<file path="config.mk">
export PLATFORM = sky130hd
export DESIGN_NAME = modular_exponentiation
export DESIGN_NICKNAME = d
export VERILOG_FILES = /design/src/hdl/modexp_pkg.sv /design/src/hdl/modexp_mulmod.sv /design/src/hdl/modular_exponentiation.sv
export SDC_FILE = /design/constraint.sdc
export NUM_CORES = 1
export LEC_CHECK = 0
export ABC_AREA = 1
export BUFFER_PORTS_ARGS = -buffer_cell sky130_fd_sc_hd__buf_2
export CORE_MARGIN = 1
export CORE_UTILIZATION = 29
export DETAILED_ROUTE_END_ITERATION = 7
export GPL_ROUTABILITY_DRIVEN = 1
export MAX_ROUTING_LAYER = met4
export SYNTH_ARGS = -nofsm -noshare
export SYNTH_HDL_FRONTEND = slang
export SYNTH_SLANG_ARGS = --single-unit
</file>
<file path="constraint.sdc">
create_clock -name clk -period 19.6 [get_ports clk]
set_input_delay 1.96 -clock clk [delete_from_list [all_inputs] [get_ports clk]]
set_output_delay 1.96 -clock clk [all_outputs]
set_load 0.005 [all_outputs]
</file>
<file path="src/hdl/modexp_pkg.sv">
// Shared types and constants for the modular exponentiation block.
package modexp_pkg;

  // configuration register indexes
  localparam int CFG_IDX_BITS = 2;
  localparam logic [CFG_IDX_BITS-1:0] REG_EXPONENT = 2'd0;
  localparam logic [CFG_IDX_BITS-1:0] REG_MODULUS  = 2'd1;

  // command from the sequencer to the modular multiplier
  typedef struct packed {
    logic start;     // load operands and begin
    logic red_mode;  // reduce op_b mod op_m instead of multiplying
  } mm_cmd_t;

endpackage

</file>
<file path="src/hdl/modexp_mulmod.sv">
// Bit-serial shift-add modular multiplier, also used to reduce a word mod m.
module modexp_mulmod #(
  parameter int WORD_BITS = 64
) (
  input  logic                     clk,
  input  logic                     rst_n,
  input  modexp_pkg::mm_cmd_t      cmd,
  input  logic [WORD_BITS-1:0]     op_a,
  input  logic [WORD_BITS-1:0]     op_b,
  input  logic [WORD_BITS-1:0]     op_m,
  output logic                     done,
  output logic [WORD_BITS-1:0]     res
);
  import modexp_pkg::*;

  localparam int CW = $clog2(WORD_BITS);

  logic [WORD_BITS-1:0] acc_r;
  logic [WORD_BITS-1:0] a_r;
  logic [WORD_BITS-1:0] b_r;
  logic [WORD_BITS-1:0] m_r;
  logic [CW-1:0]        cnt_r;
  logic                 phase_r;
  logic                 mode_r;
  logic                 run_r;
  logic                 done_r;

  logic                 bit_in;
  logic [WORD_BITS:0]   p;
  logic [WORD_BITS:0]   diff;
  logic [WORD_BITS-1:0] red_val;

  // phase 0: acc = 2*acc (+ bit in reduce mode); phase 1: acc = acc + a.
  // Both sums stay below 2*m, so one conditional subtract reduces them.
  always_comb begin
    bit_in = b_r[WORD_BITS-1];
    if (phase_r) begin
      p = {1'b0, acc_r} + {1'b0, a_r};
    end else begin
      p = {acc_r, mode_r & bit_in};
    end
    diff = p - {1'b0, m_r};
    if (p >= {1'b0, m_r}) begin
      red_val = diff[WORD_BITS-1:0];
    end else begin
      red_val = p[WORD_BITS-1:0];
    end
  end

  always_ff @(posedge clk) begin
    if (!rst_n) begin
      run_r   <= 1'b0;
      done_r  <= 1'b0;
      phase_r <= 1'b0;
    end else begin
      done_r <= 1'b0;
      if (cmd.start) begin
        run_r   <= 1'b1;
        phase_r <= 1'b0;
        mode_r  <= cmd.red_mode;
        acc_r   <= '0;
        a_r     <= op_a;
        b_r     <= op_b;
        m_r     <= op_m;
        cnt_r   <= CW'(WORD_BITS - 1);
      end else if (run_r) begin
        acc_r <= red_val;
        if (!phase_r && !mode_r && bit_in) begin
          phase_r <= 1'b1;
        end else begin
          phase_r <= 1'b0;
          b_r     <= {b_r[WORD_BITS-2:0], 1'b0};
          if (cnt_r == '0) begin
            run_r  <= 1'b0;
            done_r <= 1'b1;
          end else begin
            cnt_r <= cnt_r - CW'(1);
          end
        end
      end
    end
  end

  assign done = done_r;
  assign res  = acc_r;

endmodule

</file>
<file path="src/hdl/modular_exponentiation.sv">
// Top level: left-to-right square-and-multiply modular exponentiation.
//
// Each transfer on the input (start high while busy is low) takes one base and
// returns base^exponent mod modulus as a single out_valid pulse; the result
// cannot be held off and must be taken in that cycle. Exponent and modulus
// must be written through the cfg port only while busy is low; the block
// itself does not enforce this. All work goes through one bit-serial modular
// multiplier that handles one multiplier bit per cycle, except that a one bit
// while multiplying also needs an add step. An item first reduces the base
// mod the modulus (the exponent's top set bit is found at the same time),
// then for each exponent bit below the top set bit does one squaring and, if
// the bit is one, one multiplication. Exponent zero or modulus zero bypass
// the multiplier. Busy stays high for the whole item, except that exponent
// zero or modulus zero never raise it.
module modular_exponentiation #(
  parameter int WORD_BITS = 64
) (
  input  logic                                clk,
  input  logic                                rst_n,
  input  logic                                start,
  output logic                                busy,
  input  logic [WORD_BITS-1:0]                in_base,
  output logic                                out_valid,
  output logic [WORD_BITS-1:0]                out_power,
  input  logic                                cfg_we,
  input  logic [modexp_pkg::CFG_IDX_BITS-1:0] cfg_index,
  input  logic [WORD_BITS-1:0]                cfg_data
);
  import modexp_pkg::*;

  localparam int EW = $clog2(WORD_BITS + 1);

  localparam logic [1:0] S_IDLE = 2'd0;
  localparam logic [1:0] S_RED  = 2'd1;
  localparam logic [1:0] S_SQR  = 2'd2;
  localparam logic [1:0] S_MUL  = 2'd3;

  logic [1:0]           state_r;
  logic [WORD_BITS-1:0] exp_r;
  logic [WORD_BITS-1:0] mod_r;
  logic [WORD_BITS-1:0] m_r;
  logic [WORD_BITS-1:0] xr_r;
  logic [WORD_BITS-1:0] e_r;
  logic [EW-1:0]        ebits_r;
  logic                 norm_done_r;
  logic                 out_valid_r;
  logic [WORD_BITS-1:0] out_power_r;

  mm_cmd_t              mm_cmd;
  logic [WORD_BITS-1:0] mm_a;
  logic [WORD_BITS-1:0] mm_b;
  logic [WORD_BITS-1:0] mm_m;
  logic                 mm_done;
  logic [WORD_BITS-1:0] mm_res;

  modexp_mulmod #(
    .WORD_BITS(WORD_BITS)
  ) u_mulmod (
    .clk   (clk),
    .rst_n (rst_n),
    .cmd   (mm_cmd),
    .op_a  (mm_a),
    .op_b  (mm_b),
    .op_m  (mm_m),
    .done  (mm_done),
    .res   (mm_res)
  );

  // The running value lives in the multiplier's accumulator between ops.
  always_comb begin
    mm_cmd = '0;
    mm_a   = mm_res;
    mm_b   = mm_res;
    mm_m   = m_r;
    case (state_r)
      S_IDLE: begin
        mm_a = '0;
        mm_b = in_base;
        mm_m = mod_r;
        if (start && mod_r != '0 && exp_r != '0) begin
          mm_cmd.start    = 1'b1;
          mm_cmd.red_mode = 1'b1;
        end
      end
      S_RED: begin
        if (mm_done && ebits_r != '0) begin
          mm_cmd.start = 1'b1;
        end
      end
      S_SQR: begin
        if (mm_done) begin
          if (e_r[WORD_BITS-1]) begin
            mm_cmd.start = 1'b1;
            mm_a         = xr_r;
          end else if (ebits_r != EW'(1)) begin
            mm_cmd.start = 1'b1;
          end
        end
      end
      S_MUL: begin
        if (mm_done && ebits_r != EW'(1)) begin
          mm_cmd.start = 1'b1;
        end
      end
      default: begin
      end
    endcase
  end

  always_ff @(posedge clk) begin
    if (!rst_n) begin
      state_r     <= S_IDLE;
      exp_r       <= WORD_BITS'(1);
      mod_r       <= '1;
      norm_done_r <= 1'b0;
      out_valid_r <= 1'b0;
    end else begin
      out_valid_r <= 1'b0;
      if (cfg_we) begin
        case (cfg_index)
          REG_EXPONENT: exp_r <= cfg_data;
          REG_MODULUS:  mod_r <= cfg_data;
          default: begin
          end
        endcase
      end
      case (state_r)
        S_IDLE: begin
          if (start) begin
            m_r <= mod_r;
            if (mod_r == '0) begin
              out_valid_r <= 1'b1;
              out_power_r <= '0;
            end else if (exp_r == '0) begin
              // 1 mod m
              out_valid_r <= 1'b1;
              out_power_r <= (mod_r == WORD_BITS'(1)) ? '0 : WORD_BITS'(1);
            end else begin
              e_r         <= exp_r;
              ebits_r     <= EW'(WORD_BITS);
              norm_done_r <= 1'b0;
              state_r     <= S_RED;
            end
          end
        end
        S_RED: begin
          // shift out leading zeros and the top set bit while the base reduces
          if (!norm_done_r) begin
            e_r     <= {e_r[WORD_BITS-2:0], 1'b0};
            ebits_r <= ebits_r - EW'(1);
            if (e_r[WORD_BITS-1]) begin
              norm_done_r <= 1'b1;
            end
          end
          if (mm_done) begin
            xr_r <= mm_res;
            if (ebits_r == '0) begin
              out_valid_r <= 1'b1;
              out_power_r <= mm_res;
              state_r     <= S_IDLE;
            end else begin
              state_r <= S_SQR;
            end
          end
        end
        S_SQR: begin
          if (mm_done) begin
            if (e_r[WORD_BITS-1]) begin
              state_r <= S_MUL;
            end else begin
              e_r     <= {e_r[WORD_BITS-2:0], 1'b0};
              ebits_r <= ebits_r - EW'(1);
              if (ebits_r == EW'(1)) begin
                out_valid_r <= 1'b1;
                out_power_r <= mm_res;
                state_r     <= S_IDLE;
              end
            end
          end
        end
        S_MUL: begin
          if (mm_done) begin
            e_r     <= {e_r[WORD_BITS-2:0], 1'b0};
            ebits_r <= ebits_r - EW'(1);
            if (ebits_r == EW'(1)) begin
              out_valid_r <= 1'b1;
              out_power_r <= mm_res;
              state_r     <= S_IDLE;
            end else begin
              state_r <= S_SQR;
            end
          end
        end
        default: begin
          state_r <= S_IDLE;
        end
      endcase
    end
  end

  assign busy      = (state_r != S_IDLE);
  assign out_valid = out_valid_r;
  assign out_power = out_power_r;

endmodule

</file>
# Word level (Yosys, flattened, before mapping)
# Index checks and enable logic that the tools add are counted.
totals:
  input_bits: 134
  wordCells: 164
  ram_bits: 0
  ff_bits: 661
  mem_bits_ro: 0
  latch_bits: 0
  memories: 0
  output_inout_bits: 66
op_classes:
  n_mul: 0
  addsub: 4
  muxes: 81
  n_eq_ne: 20
  div_mod_pow: 0
  order_cmp: 1
  shift: 0
  n_bitwise: 3
  n_reduce_logical: 35
ops:
  columns: ["cell", "n"]
  rows:
  - ["64-bit 2-to-1 mux", 25]
  - ["64-bit one-hot mux with 4 select lines", 2]
  - ["64-bit zero test", 2]
  - ["64-bit one-hot mux with 2 select lines", 1]
  - ["64-bit nonzero test", 2]
  - ["64-bit by 64-bit adder with 65-bit output", 1]
  - ["65-bit by 64-bit greater-or-equal comparator with 1-bit output", 1]
  - ["65-bit 2-to-1 mux", 1]
  - ["64-bit by 1-bit equality test with 1-bit output (second input constant)", 1]
  - ["64-bit subtractor", 1]
  - ["7-bit 2-to-1 mux", 7]
  - ["7-bit one-hot mux with 4 select lines", 1]
  - ["1-bit 2-to-1 mux", 26]
  - ["2-bit 2-to-1 mux", 11]
  - ["6-bit 2-to-1 mux", 3]
  - ["2-bit != test (second input constant)", 8]
  - ["8-bit AND reduction", 2]
  - ["7-bit AND reduction", 2]
  - ["3-bit AND reduction", 3]
  - ["1-bit one-hot mux with 4 select lines", 2]
  - ["2-bit one-hot mux with 4 select lines", 1]
  - ["2-bit AND reduction", 4]
  - ["4-bit AND reduction", 2]
  - ["7-bit by 1-bit equality test with 1-bit output (second input constant)", 1]
  - ["other kinds (19)", 34]

# Longest topological paths before layout
# Gate-level depths: netlist (run 1).
depth:
  word_depth: 7
  depth_mapped: 33

# By module
# A second synthesis (run 1) with hierarchy kept.
hier_totals:
  hier_cells: 5107
  hier_area_um2: 38785.9
by_module_without_submodules:
  columns: ["module", "seq_area_each_um2", "cells_per_inst", "area_per_inst_um2", "n_inst"]
  rows:
  - ["modexp_mulmod", 7957.6, 3361, 22053.7, 1]
  - ["modular_exponentiation", 10540.1, 1746, 16732.3, 1]

# Worst setup path before layout (run 1)
# OpenSTA, ideal clock, no wires.
synth_timing:
  path_type: "input to register"
  from: "input port rst_n"
  to: "register out_power_r[0], in the netlist out_power[0], enable pin"
  setup_ps: 644
  arrival_time_ps: 8416
  cell_stages: 3
  required_time_ps: 18956
  path_buffers: 1
  setup_slack_ps: 10541
  path_cell_list: "clkbuf_1 nand3_1 nor4_1"
synth_between:
  elab_chain_len: 1
synth_lines:
  columns: ["element", "line_no", "text"]
  rows:
  - ["start: declaration", "modular_exponentiation.sv:19", "input logic rst_n,"]
  - ["8-bit AND reduction (no source line)", null, null]
  - ["end signal: assignment", "modular_exponentiation.sv:137", "out_power_r <= (mod_r == WORD_BITS'(1)) ? '0 : WORD_BITS'(1);"]
  - ["end signal: assignment", "modular_exponentiation.sv:159", "out_power_r <= mm_res;"]
  - ["end signal: assignment", "modular_exponentiation.sv:175", "out_power_r <= mm_res;"]
  - ["end: declaration", "modular_exponentiation.sv:47", "logic [WORD_BITS-1:0] out_power_r;"]
# No other way between the ends.
# A chain may end at the register's enable or synchronous reset.

# Final worst setup path (run 1)
layout_timing:
  from: "register u_mulmod.acc_r[0], in the netlist u_mulmod.res[0]"
  to: "register u_mulmod.acc_r[22], in the netlist u_mulmod.res[22] (data pin)"
layout_between:
  elab_chain_len: 5
  elab_cells_between_ends: 6
  cone_classes: "2 x add/sub; 1 x order compare; 3 x mux"
layout_lines:
  columns: ["element", "line_no", "text"]
  rows:
  - ["start: declaration", "modexp_mulmod.sv:18", "logic [WORD_BITS-1:0] acc_r;"]
  - ["start signal: assignment", "modexp_mulmod.sv:67", "acc_r <= red_val;"]
  - ["64-bit by 64-bit adder with 65-bit output", "modexp_mulmod.sv:38", "p = {1'b0, acc_r} + {1'b0, a_r};"]
  - ["65-bit 2-to-1 mux *", "modexp_mulmod.sv:37", "if (phase_r) begin"]
  - ["64-bit subtractor or 65-bit by 64-bit greater-or-equal comparator with 1-bit output (tied branches)", "modexp_mulmod.sv:42, modexp_mulmod.sv:43", null]
  - ["64-bit 2-to-1 mux *", "modexp_mulmod.sv:43", "if (p >= {1'b0, m_r}) begin"]
  - ["64-bit 2-to-1 mux *", "modexp_mulmod.sv:66", "end else if (run_r) begin"]
# Every way passes the cells marked *; elsewhere a longest branch is shown, timed or not. The select of a mux whose other input is x is not followed.

==> summary.md, run 1 <==
| Metric | Value |
|---|---|
| Status | completed |
| Net Sw Frac | 48.9% |
| Initial Utilization | 29.3% |
| Place WS | 13.19 ns |
| Synth warn | 0 |
| CP max stage delay | 0.65 ns |
| CP max FO | 62 |
| Site Rows | 133 |
| Dpl cell area | 41,500 um^2 |
| Drt first pass iters | 7 |
| Final min period | 6.50 ns |
| DRC viols | 0 |
| Distinct cell type count after synthesis | 51 |
| CP Capture Type | register |
| Wire length per cell | 19.0 um |
| Vias post-DR | 33,500 |
| Finished Layout Cells | 7,028 |
| Startpoint types | register |
| CTS tree | yes |
| CP endpoint | u_mulmod.res[22] |
| Critical path's top delay family | simple AND/OR/NAND/NOR gates |
| Initial drt markers | 2,691 |
| Ports | 200 |
| WP depth | 23 |
| Normalized max-slew margin | 30.6% |
| Critical Path, Cell by Cell | ha_1 > fa_1 > nand3_1 > nand3_1 > nand3_1 > nand3_1 > nand2_1 > nand2_1 > xor2_1 > o21ai_0 > ha_1 > nand2_1 > inv_1 > nand2_1 > nor2_1 > nand2_1 > nor2_1 > a31oi_1 > nand3_4 > buf_4 > nand2_1 > nand2_1 > nor2_1 |
| First-pass GRT wire length | 199,000 um |
| Worst Tran Pin Value | 1.04 ns |
| Pleak | 19.9 nW |
| Hold Vio Cnt, Final | 0 |
| Sequential fraction of the synthesis area | 47.8% |
| Antenna violations before repair | 0 |
| Post-Syn Instances | 5,059 |
| Nets@finish | 5,477 |
| Placed cell count | 6,883 |
| Final Util | 33.5% |
| Layout cells sized above 1 | 9.90% |
| # diodes | 0 |
| Setup Buffers After CTS | 0 |
| Final wirelength | 134,000 um |
| Slowest cell on crit path | buf_4 |
| Vias in the first global route | 31,900 |
| Core Region | 132,000 um^2 |
| Setup Skew | 0.0402 ns |
| R2R Path Start | u_mulmod.res[0] |
| Crit path buffers/inverters | 2 |
| CP startpoint | u_mulmod.res[0] |
| Crit path arrival time | 6.89 ns |
| Die ar. | 135,000 um^2 |
| Int Power | 4.25 mW |
| Final Slew Violations | 0 |
| Clock Tree Root | clkbuf_16 |
| Post-synthesis average cell area | 7.66 um^2 |
| Global route overflow | 0 |
| Overall routing resource usage | 20.0% |
| Setup ws final | 13.10 ns |
| R2r endpoint | u_mulmod.res[22] |
| Pin count of the biggest net entering global routing | 152 |
| Critical path's most frequent cell | nand2_1 |
| Die height | 367 um |
| Cts bufs inserted | 79 |
| Post-Synthesis Cell Area | 38,700 um^2 |
| PD cells | 188 nW/um^2 |
| Vias per inst | 4.76 |
| Most frequent cells in the layout | nand2_1, inv_1, edfxtp_1 |
| HPWL Detailed | 103,000 um |
| Crit Path Class | reg -> reg |
| Post-synth EDFFs | 526 |
| H-tree levels | 3 |
| Yosys top cell area share | 40.8% |
| Area Growth Syn to Fin | 14.1% |
| VDD IR-drop max | 0.113 mV |
| Sink Count | 661 |
| Synth Net Count | 5,327 |
| Final period utilization | 33.2% |
| Clock-pin slew on the worst setup and hold paths | 0.06 ns |
| Worst EP required | 19.99 ns |
| Antenna Nets Post-Route | 0 |
| Max Root-Sink Buffers | 3 |
| Cts hold-fix bufs | 0 |
| Max-cap violations | 0 |
| GPL Wtd Cong | 1.03 |
| Async S/R FF share, synth | 0% |
| Clock latency on the worst-skew pair | 0.70 ns |
| FF-to-FF setup slack | 13.10 ns |
| Area leader, netlist | edfxtp_1 |
| Commonest non-fill, non-tap cell in the layout | nand2_1 |
| Port Buffers | 199 |
| Clk pwr share | 18.1% |
| RSZ-0062 raised after global routing | false |
| Sequential share of power | 27.3% |
| Setup violators final | 0 |
| Synth top area cells | edfxtp_1, nand2_1, inv_1 |
| Peak Freq | 0.154 GHz |
| Synth Flop Type | edfxtp_1 |
| CTS-repair resized insts | 0 |
| Min-Delay Path Class | reg -> reg |
| Setup_tns | 0 ns |
| #FFs+latches synth | 661 |
| Combinational share of power | 54.5% |
| R2r worst-path depth | 23 |
| Die X | 367 um |
| Net load switching power | 4.06 mW |
| Fin area | 44,200 um^2 |
## stage by stage
| step | hold slack, ns | power [mW] |
|---|---|---|
| after global placement | 0.439 | 6.79 |
| after global routing | 0.470 | 8.91 |
| after CTS | 0.461 | 8.30 |
| final | 0.464 | 8.31 |
| after floorplan | 0.431 | 5.29 |
| after detailed placement | 0.446 | 6.77 |
## how the worst min path moves through the flow
stage | start | endpoint | slack, ns | cells past startpoint
2_1_floorplan | mod_r[1] | m_r[1] | 0.43 | 0
3_3_place_gp | mod_r[1] | m_r[1] | 0.44 | 0
3_5_place_dp | mod_r[1] | m_r[1] | 0.45 | 0
4_1_cts | mod_r[1] | m_r[1] | 0.46 | 0
5_1_grt | mod_r[24] | m_r[24] | 0.47 | 0
6_report | mod_r[1] | m_r[1] | 0.46 | 0
## logic make-up (layout without fill, tap and decap cells)
kind of cell	Yosys count	after routing	synth area share [%]
compound gates	744	744	10.3
xor+xnor	58	58	1.31
fa+ha+maj	134	134	4.37
buf+inv	951	1165	9.48
flops	661	661	47.8
simple gates	2511	2511	26.8
## worst register-to-register path: stages (launching register included)
cell and delay, ns:
edfxtp_1 0.44, ha_1 0.37, fa_1 0.60, nand3_1 0.13, nand3_1 0.20, nand3_1 0.14, nand3_1 0.27, nand2_1 0.15
nand2_1 0.17, xor2_1 0.19, o21ai_0 0.62, ha_1 0.31, nand2_1 0.11, inv_1 0.07, nand2_1 0.11, nor2_1 0.18
nand2_1 0.15, nor2_1 0.29, a31oi_1 0.26, nand3_4 0.48, buf_4 0.65, nand2_1 0.17, nand2_1 0.10, nor2_1 0.04
## cell type report
class | instances | area, um^2
fill | 14100 | 87800
sequential | 661 | 18500
multi-input combinational | 3447 | 16600
inverter | 793 | 2990
tap | 1755 | 2200
clock buffer | 99 | 2190
timing repair buffer | 227 | 1220
clock inverter | 46 | 455
## registers in the layout (all words and copies together), names as in the netlist, 7 cells and up
signal / count
exp_r: 64
u_mulmod.m_r: 64
mod_r: 64
out_power: 64
e_r: 64
u_mulmod.res: 64
xr_r: 64
m_r: 64
u_mulmod.a_r: 64
u_mulmod.b_r: 64
ebits_r: 7
## power groups by stage
stage / sequential (mW) / clock [mW] / combinational, mW
floorplan: 2.20 / 0 / 3.09
global placement: 2.28 / 0 / 4.51
detailed placement: 2.29 / 0 / 4.48
CTS: 2.27 / 1.54 / 4.49
global route: 2.30 / 1.59 / 5.02
finish: 2.27 / 1.51 / 4.53
## cell usage after synthesis (all sizes together), types with 3 or more instances
library cell  count
edfxtp          526
dfxtp           135
o211ai            5
clkbuf          121
nand2          1574
a31oi             3
nand3b            4
o21bai            9
nor3             32
inv             786
a21oi           259
clkinv            7
nor4             39
xnor2            40
o21ai           361
a22o             17
o21a             12
nand4            42
nand3           269
a21o              7
o22ai            66
or2              13
nor2            536
xor2             18
ha              132
buf              37
## per-layer routing
layer / routed length, um / vias up / track usage [%]
met1: 64800 / 15700 / 28.3
met4: 3840 / 0 / 6.00
met5: 0 / - / -
met2: 58300 / 967 / 30.0
li1: - / 16700 / -
met3: 6770 / 175 / 2.13
(Power assumes the default switching activity.)
==> run 2, diff against run 1 <==
Settings changed: ABC_AREA 1 to 0.
Clock period 19.6 ns to 5.29 ns, I/O delays scaled along.
==> summary.md, run 2 <==
| Metric | Value |
|---|---|
| First-pass GRT wire length | 163,000 um (was 199,000 um) |
| H-tree levels | 3 (unchanged) |
| Site Rows | 126 (was 133) |
| Synth warn | 0 (unchanged) |
| Initial Utilization | 29.3% (about the same) |
| Vias post-DR | 27,900 (was 33,500) |
| Synth top area cells | edfxtp_1, nand2_1, dfxtp_1 (was edfxtp_1, nand2_1, inv_1) |
| Post-synthesis average cell area | 10.0 um^2 (was 7.66 um^2) |
| GPL Wtd Cong | 0.941 (was 1.03) |
| CP max FO | 8 (was 62) |
| Min-Delay Path Class | in -> reg (was reg -> reg) |
| Async S/R FF share, synth | 0% (unchanged) |
| Vias per inst | 4.90 (was 4.76) |
| R2r endpoint | u_mulmod.res[29] (was u_mulmod.res[22]) |
| Area leader, netlist | edfxtp_1 (unchanged) |
| Wire length per cell | 18.7 um (was 19.0 um) |
| Startpoint types | register (unchanged) |
| VDD IR-drop max | 0.243 mV (was 0.113 mV) |
| Setup ws final | -0.373 ns (was 13.10 ns) |
| Die height | 348 um (was 367 um) |
| CP startpoint | u_mulmod.res[0] (unchanged) |
| FF-to-FF setup slack | -0.37 ns (was 13.10 ns) |
| Nets@finish | 4,349 (was 5,477) |
| Hold Vio Cnt, Final | 0 (unchanged) |
| Final Slew Violations | 0 (unchanged) |
| Fillers | 11,700 (was 14,100) |
| Status | finished with violations (was completed) |
| Clock latency on the worst-skew pair | 0.66 ns (was 0.70 ns) |
| Commonest non-fill, non-tap cell in the layout | nand2_1 (unchanged) |
| Clock-pin slew on the worst setup and hold paths | 0.06 ns (about the same) |
| Seq. cell area | 18,500 um^2 (about the same) |
| Synth Flop Type | edfxtp_1 (unchanged) |
| Post-Synthesis Cell Area | 34,600 um^2 (was 38,700 um^2) |
| DRC viols | 0 (unchanged) |
| Placed cell count | 5,498 (was 6,883) |
| Global route overflow | 0 (unchanged) |
| Synth cell count leaders | nand2_1, edfxtp_1, a21oi_1, o21ai_0, clkbuf_1 (was nand2_1, inv_1, edfxtp_1, nor2_1, o21ai_0) |
| Sink Count | 661 (unchanged) |
| Initial drt markers | 1,935 (was 2,691) |
| HPWL Detailed | 75,900 um (was 103,000 um) |
| Crit Path Class | reg -> reg (unchanged) |
| Post-Syn Instances | 3,465 (was 5,059) |
| #FFs+latches synth | 661 (unchanged) |
| Overall routing resource usage | 17.8% (was 20.0%) |
| Setup violators final | 64 (was 0) |
| R2R Path Start | u_mulmod.res[0] (unchanged) |
| Normalized max-slew margin | 33.8% (was 30.6%) |
| Pleak | 18.1 nW (was 19.9 nW) |
| Synth Net Count | 3,733 (was 5,327) |
| Post-synth EDFFs | 526 (unchanged) |
| Antenna Nets Post-Route | 0 (unchanged) |
| Sequential fraction of the synthesis area | 53.4% (was 47.8%) |
| Distinct cell type count after synthesis | 90 (was 51) |
| Vias in the first global route | 27,300 (was 31,900) |
| Layout cells sized above 1 | 27.3% (was 9.90%) |
| Worst Tran Pin Value | 0.993 ns (was 1.04 ns) |
| Worst-case hold slack | 0.103 ns (was 0.464 ns) |
| Cts bufs inserted | 75 (was 79) |
| Final period utilization | 107% (was 33.2%) |
| Die X | 348 um (was 367 um) |
| Max-cap violations | 0 (unchanged) |
| Final min period | 5.66 ns (was 6.50 ns) |
| Ports | 200 (unchanged) |
| Cts hold-fix bufs | 0 (unchanged) |
| CP endpoint | u_mulmod.res[29] (was u_mulmod.res[22]) |
| Core Region | 118,000 um^2 (was 132,000 um^2) |
| Finished Layout Cells | 5,688 (was 7,028) |
| Failing checks | setup timing |
| Worst EP required | 5.64 ns (was 19.99 ns) |
| Drt first pass iters | 7 (unchanged) |
| Pin count of the biggest net entering global routing | 141 (was 152) |
| Setup Skew | 0.0377 ns (was 0.0402 ns) |
| Crit path arrival time | 6.02 ns (was 6.89 ns) |
| Most frequent cells in the layout | nand2_1, edfxtp_1, buf_4 (was nand2_1, inv_1, edfxtp_1) |
| Multi-input gate area | 16,200 um^2 (was 16,600 um^2) |
| Peak Freq | 0.177 GHz (was 0.154 GHz) |
| RSZ-0062 raised after global routing | true (was false) |
| Antenna violations before repair | 16 (was 0) |
| Die ar. | 121,000 um^2 (was 135,000 um^2) |
| Clock Tree Root | clkbuf_16 (unchanged) |
| R2r worst-path depth | 25 (was 23) |
| Final wirelength | 106,000 um (was 134,000 um) |
| PD cells | 373 nW/um^2 (was 188 nW/um^2) |
| Most common cell in the netlist | nand2_1 (unchanged) |
| CP Capture Type | register (unchanged) |
| Area Growth Syn to Fin | 29.8% (was 14.1%) |
| Port Buffers | 199 (unchanged) |
| Max Root-Sink Buffers | 3 (unchanged) |
| CTS tree | yes (unchanged) |
| Yosys top cell area share | 45.6% (was 40.8%) |
## run 2: layout make-up
| cell class | count | share of cell area [%] |
|---|---|---|
| multi-input cells | 2501 | 36.1 |
| well taps | 1536 | 4.27 |
| repair buffers | 735 | 11.9 |
| clock inverters | 44 | 1.05 |
| clock buffers | 95 | 4.52 |
| inverters | 107 | 0.899 |
| diodes | 9 | 0.0501 |
| flip-flops and latches | 661 | 41.1 |
## run 2: cell families after synthesis
kind of cell    Yosys count  synth area share (%)
buf+inv                 303                  3.43
compound gates          940                  17.7
flops                   661                  53.4
fa+ha+maj               134                  4.88
mux                      46                  1.48
simple gates           1269                  16.3
xor+xnor                112                  2.83
## run 2: timing repair
action | 4_1_cts | 5_1_grt
hold endpoints to repair | 0 | 0
gates cloned | 8 | 1
pin swaps | 84 | 60
gates resized for setup | 199 | 54
buffers inserted | 30 | 5
setup endpoints to repair | 64 | 64
## run 2: how the worst min path moves through the flow
stage                       from        end  slack (ns)  cells past startpoint
floorplan              mod_r[13]    m_r[13]        0.45                      0
global placement       mod_r[53]    m_r[53]        0.47                      0
detailed placement     mod_r[53]    m_r[53]        0.47                      0
CTS                  cfg_data[6]   mod_r[6]        0.07                      3
global route        cfg_data[11]  mod_r[11]        0.10                      3
finish               cfg_data[6]   mod_r[6]        0.10                      3
## run 2: worst max-delay path, stage by stage (launching register included)
cell      delay, ns
edfxtp_1       0.40
ha_2           0.22
fa_2           0.37
a211oi_4       0.25
o21ai_2        0.12
a31o_4         0.29
a221oi_4       0.34
buf_6          0.17
o21ai_4        0.08
and4_4         0.20
o21a_1         0.21
o21a_1         0.20
o31ai_4        0.29
ha_4           0.26
a21o_1         0.17
a21o_1         0.17
a211o_1        0.32
a21oi_2        0.16
nor3b_4        0.30
o31ai_4        0.08
nand2b_4       0.20
buf_6          0.14
buf_8          0.13
buf_16         0.16
nand2_2        0.07
a21oi_2        0.05
## run 2: layer usage
metal  GRT usage [%]  wire length (um)  vias to the layer above
met1            24.4             50700                    13400
met2            27.5             48500                      587
met5               -                 0                        -
li1                -                 -                    13800
met4            5.65              2790                        0
met3            2.06              4490                      130
## run 2: where the power goes
part / switching (mW) / internal (mW) / leakage, nW
combinational: 2.80 / 2.40 / 10.9
clock: 2.25 / 3.03 / 1.22
sequential: 0.207 / 6.11 / 5.97
## run 2: stage by stage
| step | setup TNS [ns] | power, mW | worst slack, ns | utilization [%] | instance area (um^2) |
|---|---|---|---|---|---|
| floorplan | -0.321 | 9.07 | -0.0554 | - | 34900 |
| global placement | -41.90 | 10.9 | -0.729 | 34.5 | 40800 |
| detailed placement | -46.57 | 11.0 | -0.828 | 34.5 | 40800 |
| CTS | -20.05 | 16.8 | -0.384 | 37.7 | 44600 |
| global route | -35.16 | 17.6 | -0.604 | 38.0 | 45000 |
| finish | -19.32 | 16.8 | -0.373 | 38.0 | 45000 |
